--- src/design/utc_pkg.sv ---
package utc_pkg;

    localparam int CP_W = 21;

    localparam logic [5:0]      SURR_HI_TAG = 6'b110110;
    localparam logic [5:0]      SURR_LO_TAG = 6'b110111;
    localparam logic [CP_W-1:0] SUPP_BASE   = 21'h10000;

    localparam logic [15:0] CP1252_MAP [32] = '{
        16'h20AC, 16'h0000, 16'h201A, 16'h0192, 16'h201E, 16'h2026, 16'h2020, 16'h2021,
        16'h02C6, 16'h2030, 16'h0160, 16'h2039, 16'h0152, 16'h0000, 16'h017D, 16'h0000,
        16'h0000, 16'h2018, 16'h2019, 16'h201C, 16'h201D, 16'h2022, 16'h2013, 16'h2014,
        16'h02DC, 16'h2122, 16'h0161, 16'h203A, 16'h0153, 16'h0000, 16'h017E, 16'h0178
    };

    typedef struct packed {
        logic [7:0] in_byte;
        logic       last_in;
    } t_in_item;

    typedef struct packed {
        logic [7:0] out_byte;
        logic       byte_valid;
        logic       last_out;
    } t_out_item;

    // Up to two code points per request; cp_b is used only when cp_a is.
    // No code point with last set is a bare end marker.
    typedef struct packed {
        logic [CP_W-1:0] cp_a;
        logic            has_a;
        logic [CP_W-1:0] cp_b;
        logic            has_b;
        logic            last;
    } t_job;

    function automatic logic [CP_W-1:0] cp1252_to_cp(input logic [7:0] b);
        logic [15:0] m;
        m = CP1252_MAP[b[4:0]];
        if (b[7:5] == 3'b100 && m != 16'h0000) begin
            return {5'b0, m};
        end
        return {13'b0, b};
    endfunction

    // Number of UTF-8 bytes minus one.
    function automatic logic [1:0] utf8_len_m1(input logic [CP_W-1:0] cp);
        if (cp[CP_W-1:7] == '0) begin
            return 2'd0;
        end else if (cp[CP_W-1:11] == '0) begin
            return 2'd1;
        end else if (cp[CP_W-1:16] == '0) begin
            return 2'd2;
        end
        return 2'd3;
    endfunction

    function automatic logic [7:0] utf8_byte(input logic [CP_W-1:0] cp,
                                             input logic [1:0]      idx);
        logic [7:0] r;
        r = {2'b10, cp[5:0]};
        unique case (utf8_len_m1(cp))
            2'd0: r = {1'b0, cp[6:0]};
            2'd1: begin
                if (idx == 2'd0) r = {3'b110, cp[10:6]};
            end
            2'd2: begin
                if (idx == 2'd0)      r = {4'b1110, cp[15:12]};
                else if (idx == 2'd1) r = {2'b10, cp[11:6]};
            end
            default: begin
                if (idx == 2'd0)      r = {5'b11110, cp[20:18]};
                else if (idx == 2'd1) r = {2'b10, cp[17:12]};
                else if (idx == 2'd2) r = {2'b10, cp[11:6]};
            end
        endcase
        return r;
    endfunction

endpackage

--- src/design/utc_front.sv ---
module utc_front import utc_pkg::*; (
    input  logic     i_clk,
    input  logic     i_rst_n,
    input  logic     i_cfg_we,
    input  logic     i_cfg_wdata,
    input  logic     i_in_valid,
    output logic     o_in_ready,
    input  t_in_item i_in_data,
    input  logic     i_q_full,
    output logic     o_q_push,
    output t_job     o_q_job
);

    logic       r_src_enc;
    logic [7:0] r_held_low;
    logic       r_have_low;
    logic [9:0] r_pend;
    logic       r_have_pend;

    logic [7:0] n_held_low;
    logic       n_have_low;
    logic [9:0] n_pend;
    logic       n_have_pend;

    logic            accept;
    logic            last;
    logic [15:0]     unit;
    logic            is_hi;
    logic            is_lo;
    logic [CP_W-1:0] pend_cp;
    logic [CP_W-1:0] comb_cp;
    t_job            job;

    assign o_in_ready = !i_q_full;
    assign accept     = i_in_valid && !i_q_full;
    assign last       = i_in_data.last_in;
    assign unit       = {i_in_data.in_byte, r_held_low};
    assign is_hi      = unit[15:10] == SURR_HI_TAG;
    assign is_lo      = unit[15:10] == SURR_LO_TAG;
    assign pend_cp    = {5'b0, SURR_HI_TAG, r_pend};
    assign comb_cp    = SUPP_BASE + {1'b0, r_pend, unit[9:0]};

    always_comb begin
        job         = '0;
        job.last    = last;
        n_held_low  = r_held_low;
        n_have_low  = r_have_low;
        n_pend      = r_pend;
        n_have_pend = r_have_pend;
        if (r_src_enc) begin
            job.cp_a  = cp1252_to_cp(i_in_data.in_byte);
            job.has_a = 1'b1;
        end else if (!r_have_low) begin
            n_held_low = i_in_data.in_byte;
            n_have_low = 1'b1;
            if (last && r_have_pend) begin
                job.cp_a  = pend_cp;
                job.has_a = 1'b1;
            end
        end else begin
            n_have_low = 1'b0;
            if (r_have_pend && is_lo) begin
                job.cp_a    = comb_cp;
                job.has_a   = 1'b1;
                n_have_pend = 1'b0;
            end else if (r_have_pend) begin
                job.cp_a    = pend_cp;
                job.has_a   = 1'b1;
                n_have_pend = 1'b0;
                if (is_hi && !last) begin
                    n_pend      = unit[9:0];
                    n_have_pend = 1'b1;
                end else begin
                    job.cp_b  = {5'b0, unit};
                    job.has_b = 1'b1;
                end
            end else if (is_hi && !last) begin
                n_pend      = unit[9:0];
                n_have_pend = 1'b1;
            end else begin
                job.cp_a  = {5'b0, unit};
                job.has_a = 1'b1;
            end
        end
        if (last) begin
            n_have_low  = 1'b0;
            n_have_pend = 1'b0;
        end
    end

    assign o_q_push = accept && (job.has_a || job.last);
    assign o_q_job  = job;

    always_ff @(posedge i_clk) begin
        if (!i_rst_n) begin
            r_src_enc   <= 1'b0;
            r_have_low  <= 1'b0;
            r_have_pend <= 1'b0;
        end else if (i_cfg_we) begin
            r_src_enc   <= i_cfg_wdata;
            r_have_low  <= 1'b0;
            r_have_pend <= 1'b0;
        end else if (accept) begin
            r_have_low  <= n_have_low;
            r_have_pend <= n_have_pend;
        end
    end

    always_ff @(posedge i_clk) begin
        if (accept) begin
            r_held_low <= n_held_low;
            r_pend     <= n_pend;
        end
    end

endmodule

--- src/design/utc_queue.sv ---
module utc_queue import utc_pkg::*; #(
    parameter int DEPTH = 2
) (
    input  logic i_clk,
    input  logic i_rst_n,
    input  logic i_push,
    input  t_job i_job,
    output logic o_full,
    input  logic i_pop,
    output logic o_empty,
    output t_job o_job
);

    localparam int AW = $clog2(DEPTH);

    t_job          r_mem [DEPTH];
    logic [AW-1:0] r_wptr;
    logic [AW-1:0] r_rptr;
    logic [AW:0]   r_cnt;

    logic do_push;
    logic do_pop;

    assign o_full  = r_cnt == (AW+1)'(DEPTH);
    assign o_empty = r_cnt == '0;
    assign o_job   = r_mem[r_rptr];
    assign do_push = i_push && !o_full;
    assign do_pop  = i_pop && !o_empty;

    always_ff @(posedge i_clk) begin
        if (!i_rst_n) begin
            r_wptr <= '0;
            r_rptr <= '0;
            r_cnt  <= '0;
        end else begin
            if (do_push) begin
                r_wptr <= (r_wptr == AW'(DEPTH - 1)) ? '0 : r_wptr + 1'b1;
            end
            if (do_pop) begin
                r_rptr <= (r_rptr == AW'(DEPTH - 1)) ? '0 : r_rptr + 1'b1;
            end
            if (do_push && !do_pop) begin
                r_cnt <= r_cnt + 1'b1;
            end else if (do_pop && !do_push) begin
                r_cnt <= r_cnt - 1'b1;
            end
        end
    end

    always_ff @(posedge i_clk) begin
        if (do_push) begin
            r_mem[r_wptr] <= i_job;
        end
    end

endmodule

--- src/design/utc_back.sv ---
module utc_back import utc_pkg::*; (
    input  logic      i_clk,
    input  logic      i_rst_n,
    input  logic      i_q_empty,
    input  t_job      i_q_job,
    output logic      o_q_pop,
    output logic      o_out_valid,
    input  logic      i_out_ready,
    output t_out_item o_out_data
);

    t_job       r_job;
    logic       r_busy;
    logic       r_sel;
    logic [1:0] r_idx;
    logic       r_out_valid;
    t_out_item  r_out;

    logic [CP_W-1:0] cur_cp;
    logic [1:0]      len_m1;
    logic            bare;
    logic            cp_end;
    logic            job_done;
    logic            out_free;
    logic            emit;
    logic            take;
    t_out_item       n_out;

    assign cur_cp   = r_sel ? r_job.cp_b : r_job.cp_a;
    assign len_m1   = utf8_len_m1(cur_cp);
    assign bare     = !r_job.has_a;
    assign cp_end   = r_idx == len_m1;
    assign job_done = bare || (cp_end && (r_sel || !r_job.has_b));
    assign out_free = !r_out_valid || i_out_ready;
    assign emit     = r_busy && out_free;
    assign take     = !i_q_empty && (!r_busy || (emit && job_done));
    assign o_q_pop  = take;

    always_comb begin
        n_out.out_byte   = bare ? 8'h00 : utf8_byte(cur_cp, r_idx);
        n_out.byte_valid = !bare;
        n_out.last_out   = r_job.last && job_done;
    end

    always_ff @(posedge i_clk) begin
        if (!i_rst_n) begin
            r_busy      <= 1'b0;
            r_sel       <= 1'b0;
            r_idx       <= '0;
            r_out_valid <= 1'b0;
        end else begin
            if (emit) begin
                r_out_valid <= 1'b1;
            end else if (i_out_ready) begin
                r_out_valid <= 1'b0;
            end
            if (take) begin
                r_busy <= 1'b1;
                r_sel  <= 1'b0;
                r_idx  <= '0;
            end else if (emit && job_done) begin
                r_busy <= 1'b0;
            end else if (emit && cp_end) begin
                r_sel <= 1'b1;
                r_idx <= '0;
            end else if (emit) begin
                r_idx <= r_idx + 1'b1;
            end
        end
    end

    always_ff @(posedge i_clk) begin
        if (take) begin
            r_job <= i_q_job;
        end
        if (emit) begin
            r_out <= n_out;
        end
    end

    assign o_out_valid = r_out_valid;
    assign o_out_data  = r_out;

endmodule

--- src/design/utf16le_cp1252_to_utf8.sv ---
// Byte-serial transcoder from UTF-16LE or CP1252 to UTF-8. Write the source
// encoding (0 = UTF-16LE, 1 = CP1252) only between strings; a write also
// drops any half unit or held high surrogate. Each request carries one source
// byte and a last flag; each response carries one UTF-8 byte, or a bare end
// marker (byte_valid = 0) when the last request produced nothing. The front
// stage takes one request per cycle while the job queue has room and turns it
// into at most two code points; the back stage serializes one UTF-8 byte per
// cycle into the output register while the output is not stalled. A request
// yields one to six UTF-8 bytes or a bare end marker, and one that only
// completes half of a unit gives the back stage no work. Sustained rate is
// one output byte per cycle while the output is not stalled.
module utf16le_cp1252_to_utf8 import utc_pkg::*; #(
    parameter int QUEUE_DEPTH = 2
) (
    input  logic      i_clk,
    input  logic      i_rst_n,
    input  logic      i_cfg_we,
    input  logic      i_cfg_wdata,
    input  logic      i_in_valid,
    output logic      o_in_ready,
    input  t_in_item  i_in_data,
    output logic      o_out_valid,
    input  logic      i_out_ready,
    output t_out_item o_out_data
);

    logic q_full;
    logic q_push;
    t_job q_wjob;
    logic q_empty;
    logic q_pop;
    t_job q_rjob;

    utc_front u_front (
        .i_clk      (i_clk),
        .i_rst_n    (i_rst_n),
        .i_cfg_we   (i_cfg_we),
        .i_cfg_wdata(i_cfg_wdata),
        .i_in_valid (i_in_valid),
        .o_in_ready (o_in_ready),
        .i_in_data  (i_in_data),
        .i_q_full   (q_full),
        .o_q_push   (q_push),
        .o_q_job    (q_wjob)
    );

    utc_queue #(
        .DEPTH(QUEUE_DEPTH)
    ) u_queue (
        .i_clk  (i_clk),
        .i_rst_n(i_rst_n),
        .i_push (q_push),
        .i_job  (q_wjob),
        .o_full (q_full),
        .i_pop  (q_pop),
        .o_empty(q_empty),
        .o_job  (q_rjob)
    );

    utc_back u_back (
        .i_clk      (i_clk),
        .i_rst_n    (i_rst_n),
        .i_q_empty  (q_empty),
        .i_q_job    (q_rjob),
        .o_q_pop    (q_pop),
        .o_out_valid(o_out_valid),
        .i_out_ready(i_out_ready),
        .o_out_data (o_out_data)
    );

endmodule

--- config.mk ---
export PLATFORM = sky130hd
export DESIGN_NAME = utf16le_cp1252_to_utf8
export DESIGN_NICKNAME = d
export VERILOG_FILES = /design/src/design/utc_pkg.sv /design/src/design/utc_front.sv /design/src/design/utc_queue.sv /design/src/design/utc_back.sv /design/src/design/utf16le_cp1252_to_utf8.sv
export SDC_FILE = /design/constraint.sdc
export NUM_CORES = 1
export LEC_CHECK = 0
export BUFFER_PORTS_ARGS = -buffer_cell sky130_fd_sc_hd__buf_2
export CAP_MARGIN = 20
export CELL_PAD_IN_SITES_DETAIL_PLACEMENT = 1
export CELL_PAD_IN_SITES_GLOBAL_PLACEMENT = 2
export CORE_MARGIN = 4
export CORE_UTILIZATION = 34
export CTS_CLUSTER_DIAMETER = 200
export DETAILED_ROUTE_END_ITERATION = 8
export MAX_ROUTING_LAYER = met4
export PLACE_DENSITY = 0.71
export SYNTH_ARGS = -nofsm -noshare
export SYNTH_HDL_FRONTEND = slang
export SYNTH_HIERARCHICAL = 1
export SYNTH_SLANG_ARGS = --single-unit
--- constraint.sdc ---
create_clock -name i_clk -period 7.35 [get_ports i_clk]
set_input_delay 1.47 -clock i_clk [delete_from_list [all_inputs] [get_ports i_clk]]
set_output_delay 1.47 -clock i_clk [all_outputs]
set_load 0.01 [all_outputs]
Word level (Yosys, flattened, before mapping)
Memory sizes are Yosys's and may differ from the RTL's. A register that Yosys moved wholly into a read port is not among the register bits.
Index checks and enable logic that the tools add are counted.

word-level totals
  bits in registers = 40
  RAM bits = 90
  output and inout port bits = 12
  memories kept = 2
  bits in read-only memories = 512
  bits in latches = 0

operators by class
  divide/modulo/power cells = 0
  bitwise operators = 6
  shifts and indexed selects = 0
  multiply operators = 0
  $add $sub $neg = 6
  eq/ne operators = 10
  reduce and logical (&&, ||, !) cells = 50
  multiplexer cells = 51
  magnitude comparators = 1

memory list
  memory            words  width  read ports  clocked after memory_dff  write ports  RTL line         RTL
  (name not given)  32     16     1           0                         0            utc_pkg.sv:39    m = CP1252_MAP[b[4:0]];
  u_queue.r_mem     2      45     1           1                         1            utc_queue.sv:16  t_job r_mem [DEPTH];

operators by type and width
  operator                  number
  $mux W22                  6
  $mux W17                  4
  $mux W21                  3
  $mux W16                  2
  $mux W8                   3
  $pmux W8 S3               1
  $add A17 B20 Y21 const A  1
  $mux W1                   21
  $logic_and A1 B1 Y1       16
  $mux W2                   8
  $reduce_bool A16 Y1       1
  $logic_not A14 Y1         1
  $eq A6 B6 Y1 const B      2
  $mux W6                   2
  $logic_not A10 Y1         1
  $reduce_bool A2 Y1        5
  $logic_not A1 Y1          9
  $mux W7                   1
  $eq A2 B2 Y1 const B      3
  $ge A6 B6 Y1 const B      1
  $logic_not A2 Y1          3
  $not A5 Y6                1
  $reduce_and A2 Y1         3
  $reduce_and A3 Y1         2
  other kinds (12)          24

Longest topological paths before layout
  word-level depth = 17
  depth in mapped cells = 12
  gate-level depth less buffers = 11

Modules after synthesis
The synthesis kept the hierarchy.

by module, submodules not included
  module     cells an instance  sequential area each (um2)  times used  area each (um2)
  utc_queue  165                2802.7                      1           3478.3
  utc_back   235                1751.7                      1           3075.4
  utc_front  273                600.6                       1           2197.1

Worst setup path before layout
No wires, ideal clock.

  path kind = input to register
  start point = in i_out_ready
  end point = reg u_queue.r_cnt[1]
  library setup time = 0.070 ns
  data arrival time = 5.436 ns
  path buffers = 0
  path slack = 1.844 ns
  data required time = 7.280 ns
  stages = 8
  path through = nor2b_1 nand2_1 nand2_1 a31oi_1 o21ai_1 ha_1 or3_1 a21boi_1

on the way
  word-level cells in the longest chain between the ends = 9
  elaborated cells on any way between the ends = 11
  those cells by class = mux: 1; reduce/logical: 10

RTL lines
  element                                        RTL line                      RTL
  from (decl)                                    utf16le_cp1252_to_utf8.sv:23  input logic i_out_ready,
  $logic_or A1 B1 Y1 *                           utc_back.sv:34                assign out_free = !r_out_valid || i_out_ready;
  $logic_and A1 B1 Y1 *                          utc_back.sv:35                assign emit = r_busy && out_free;
  $logic_and A1 B1 Y1 *                          utc_back.sv:36                assign take = !i_q_empty && (!r_busy || (emit && job_done));
  $logic_or A1 B1 Y1 *                           utc_back.sv:36
  $logic_and A1 B1 Y1 *                          utc_back.sv:36
  via q_pop                                      utf16le_cp1252_to_utf8.sv:31  logic q_pop;
  $logic_and A1 B1 Y1 *                          utc_queue.sv:28               assign do_pop = i_pop && !o_empty;
  $logic_not A1 Y1                               utc_queue.sv:42               if (do_push && !do_pop) begin
  $logic_and A1 B1 Y1                            utc_queue.sv:42
  $mux W2 or $reduce_bool A2 Y1 (tied branches)  -
  to (signal assigned)                           utc_queue.sv:43               r_cnt <= r_cnt + 1'b1;
  to (signal assigned)                           utc_queue.sv:45               r_cnt <= r_cnt - 1'b1;
  to (decl)                                      utc_queue.sv:19               logic [AW:0] r_cnt;

Mark *: on every way through the listed nets, which the timed path passes. The rest lies on a longest branch.
A chain may end at the register's enable or synchronous reset.

==> impl_results.md <==
- Run status: completed
- Post-synth top area share: 55.9%
- Number of global-route vias before repair: 5941
- Drt drc: 0
- Total Power: 3250 uW
- Diode count: 0
- Port Buffers: 26
- Leak: 0.00321 uW
- Fin nets: 716
- Syn_area_per_cell: 13.0 um2
- Fill count: 2677
- FF/Latch Area: 5160 um2
- Routed len/inst: 20.4 um
- Die Wd: 168 um
- DRT Pass-1 Iters: 6
- DP Wirelength: 15100 um
- Max-slew violations: 0
- GR peak layer: met2
- Floorplan Core Area: 25300 um2
- R2R setup slack: 3.87 ns
- Final hold violation count: 0
- Initial antenna violation count: 0
- CP Max Fanout: 36
- Cell Area, Synth: 8750 um2
- CTS tree: yes
- GR Util met2: 24.8%
- Fmax: 0.243 GHz
- Via-to-Cell Ratio: 5.39
- Dpl ws: 2.78 ns
- Register area share after synthesis: 58.9%
- # H-tree levels: 4
- CTS max path bufs: 2
- Hold path cells: 0
- Final TNS setup: 0 ns
- Max-Cap Viols: 0
- Worst Skew: 0.00730 ns
- Total CTS buffers: 17
- Layout cell share with drive strength beyond 1: 21.6%
- Post-CTS sizing: 0
- Final worst-path cycle share: 56.0%
- First-iteration detailed-routing DRC count: 440
- Slew headroom: 26.4%
- Clock sink count: 176
- Worst Max-Slew Pin Slew: 1.10 ns
- Initial core utilization: 34.7%
- DRT antenna net count: 0
- Netlist cell types: 81
- Hold Crit Class: flop to flop
- Die ar.: 28400 um2
- CTS root buf: clkbuf_16
- Slowest-stage cell, CP: o31ai_1
- Area contributors post-synth: edfxtp_1, mux2_2, dfxtp_1
- Reg2reg start: u_back/r_sel
- Critical path's largest stage delay: 0.62 ns
- Routed via count: 5549
- WP data arrival: 4.29 ns
- Drt total wl: 21000 um
- Crit Path Class: primary input to flop
- Endpoints failing setup: 0
- Total grt overflow: 0
- Clock Latency Late Sink: 0.42 ns
- Most frequent cells in the layout: edfxtp_1, mux2_2, nor2_1, nand2_1, a21oi_1
- Multi-input logic area: 3320 um2
- Placed insts: 997
- EDFF count, synth: 163
- Crit. End Element: flop
- Grt met1 use: 21.6%
- Total GRT Usage: 15.8%
- Hold Startpoint: u_front/r_held_low[7]
- Hold endpoint: u_front/r_pend[7]
- Top delay family on crit path: compound AO/OA/AOI/OAI gates
- Worst Reg-to-Reg Cells: 10
- Setup ws final: 3.23 ns
- Grt met3 use: 2.39%
- Layout Cells excl Fill: 1030
- Synth async-reset ratio: 0%
- Setup bufs post-CTS: 0
- Reg clk slew, reported paths: 0.07 ns
- Fin crit period: 4.12 ns
- Most common cell after layout, fill and taps aside: edfxtp_1
- CP Cell Sequence: buf_2, clkinv_1, ha_1, inv_1, a22o_1, o31ai_1, a21oi_1, nor4_1
- Post-Synthesis Cells: 673
- Pin count of the biggest net entering global routing: 49
- Area grow syn2layout: 11.4%
- Worst R2R End: u_queue/r_cnt[1]
- GP Congestion: 0.835
- Crit path required time: 7.52 ns
- Row cnt: 58
- Worst path bufs/invs: 3
- Die Ht: 168 um
- Core utilization of the finished layout: 38.6%
- Synth Flop Type: edfxtp_1
- Crit start category: primary input
- Ys Warns: 6
- Synth Register Bits: 176
- I/O pin total: 27
- First-pass GRT wire length: 34300 um
- RSZ-0062 raised after global routing: false
- Yosys top cell by area: edfxtp_1
- VDD IR max: 0.000170 V
- Hold_buf cts: 0
- Pwr Density: 333 nW/um2
[area by class of cell]
cell class                 instances  share of cell area, %
clock buffer                      17                   4.36
clock inverter                    15                   1.55
inverter                          22                  0.847
multi-input combinational        436                   34.0
sequential                       176                   52.9
tap                              330                   4.23
timing repair buffer              34                   2.08
[cell usage after synthesis, types with 3 or more instances]
master and count:
a21oi_1 27, and2_1 18, clkbuf_1 15, a211o_1 7
nor2b_1 15, buf_2 14, inv_1 20, a211oi_1 8
o22ai_1 7, a221oi_1 9, ha_1 14, edfxtp_1 163
a31oi_1 7, nor2_1 42, mux2_2 55, mux4_2 6
nand3_1 12, o21ai_0 16, or3_1 4, dfxtp_1 13
nor3_1 15, o2111ai_1 4, and3_1 4, o311ai_0 5
mux2i_1 20, xnor2_1 3, nand3b_1 5, nand2b_1 10
a22oi_1 3, a31o_2 4, and4_1 3, o211ai_1 6
nand2_1 31, nand4_1 5, buf_4 12, nor4_1 17
[worst register-to-register path: cells and delay by family (launching register included)]
kind / cells / cell delay [ns]
buf+inv: 1 / 0.41
fa+ha+maj: 1 / 0.34
flops: 1 / 0.58
compound gates: 5 / 1.24
simple gates: 3 / 0.83
[logic make-up after synthesis]
logic type	count (synthesis)	synth area share, %
XOR/XNOR	5	0.501
flip-flops	176	58.9
adder cells (fa/ha/maj)	14	2.00
AO/OA/AOI/OAI	137	11.5
other	1	0.0429
buffers and inverters	65	3.59
AND/OR/NAND/NOR	192	12.0
multiplexers	83	11.4
[power by group]
group | leakage, uW | total [uW] | internal [uW] | switching (uW)
Clock | 0.000267 | 867 | 477 | 390
Sequential | 0.00163 | 1620 | 1430 | 189
Combinational | 0.00131 | 762 | 330 | 432
[through the flow]
step / hold slack (ns) / instance area [um2]
6_report: 0.489 / 9750
5_1_grt: 0.508 / 9750
4_1_cts: 0.496 / 9730
3_5_place_dp: 0.480 / 9150
3_3_place_gp: 0.455 / 9150
2_1_floorplan: 0.428 / 8770
[registers in the layout (all words and copies together) (netlist names), 2 cells and up, named ones only]
| name | cells |
|---|---|
| u_queue/r_mem | 90 |
| u_back/r_job | 44 |
| u_back/o_out_data | 10 |
| u_front/r_pend | 10 |
| u_front/r_held_low | 8 |
| u_back/r_idx | 2 |
| u_queue/r_cnt | 2 |
[how the worst max path moves through the flow]
stage / start / to / slack (ns) / cells past startpoint
2_1_floorplan: i_out_ready / u_queue/r_cnt[1] / 1.84 / 8
3_3_place_gp: i_in_data[5] / u_queue/r_cnt[1] / 2.95 / 11
3_5_place_dp: i_in_data[3] / u_queue/r_mem[0][25] / 2.78 / 8
4_1_cts: i_in_data[3] / u_queue/r_mem[0][25] / 3.22 / 8
5_1_grt: i_in_data[3] / u_queue/r_mem[0][25] / 2.87 / 8
6_report: i_in_data[3] / u_queue/r_mem[0][25] / 3.23 / 8
[metal layers]
metal,share of wire (%),vias up
li1,-,2643
met1,47,2779
met2,48,105
met3,2.7,22
met4,1.8,0
met5,0,-
No activity file was read; power rests on OpenSTA's default activity.
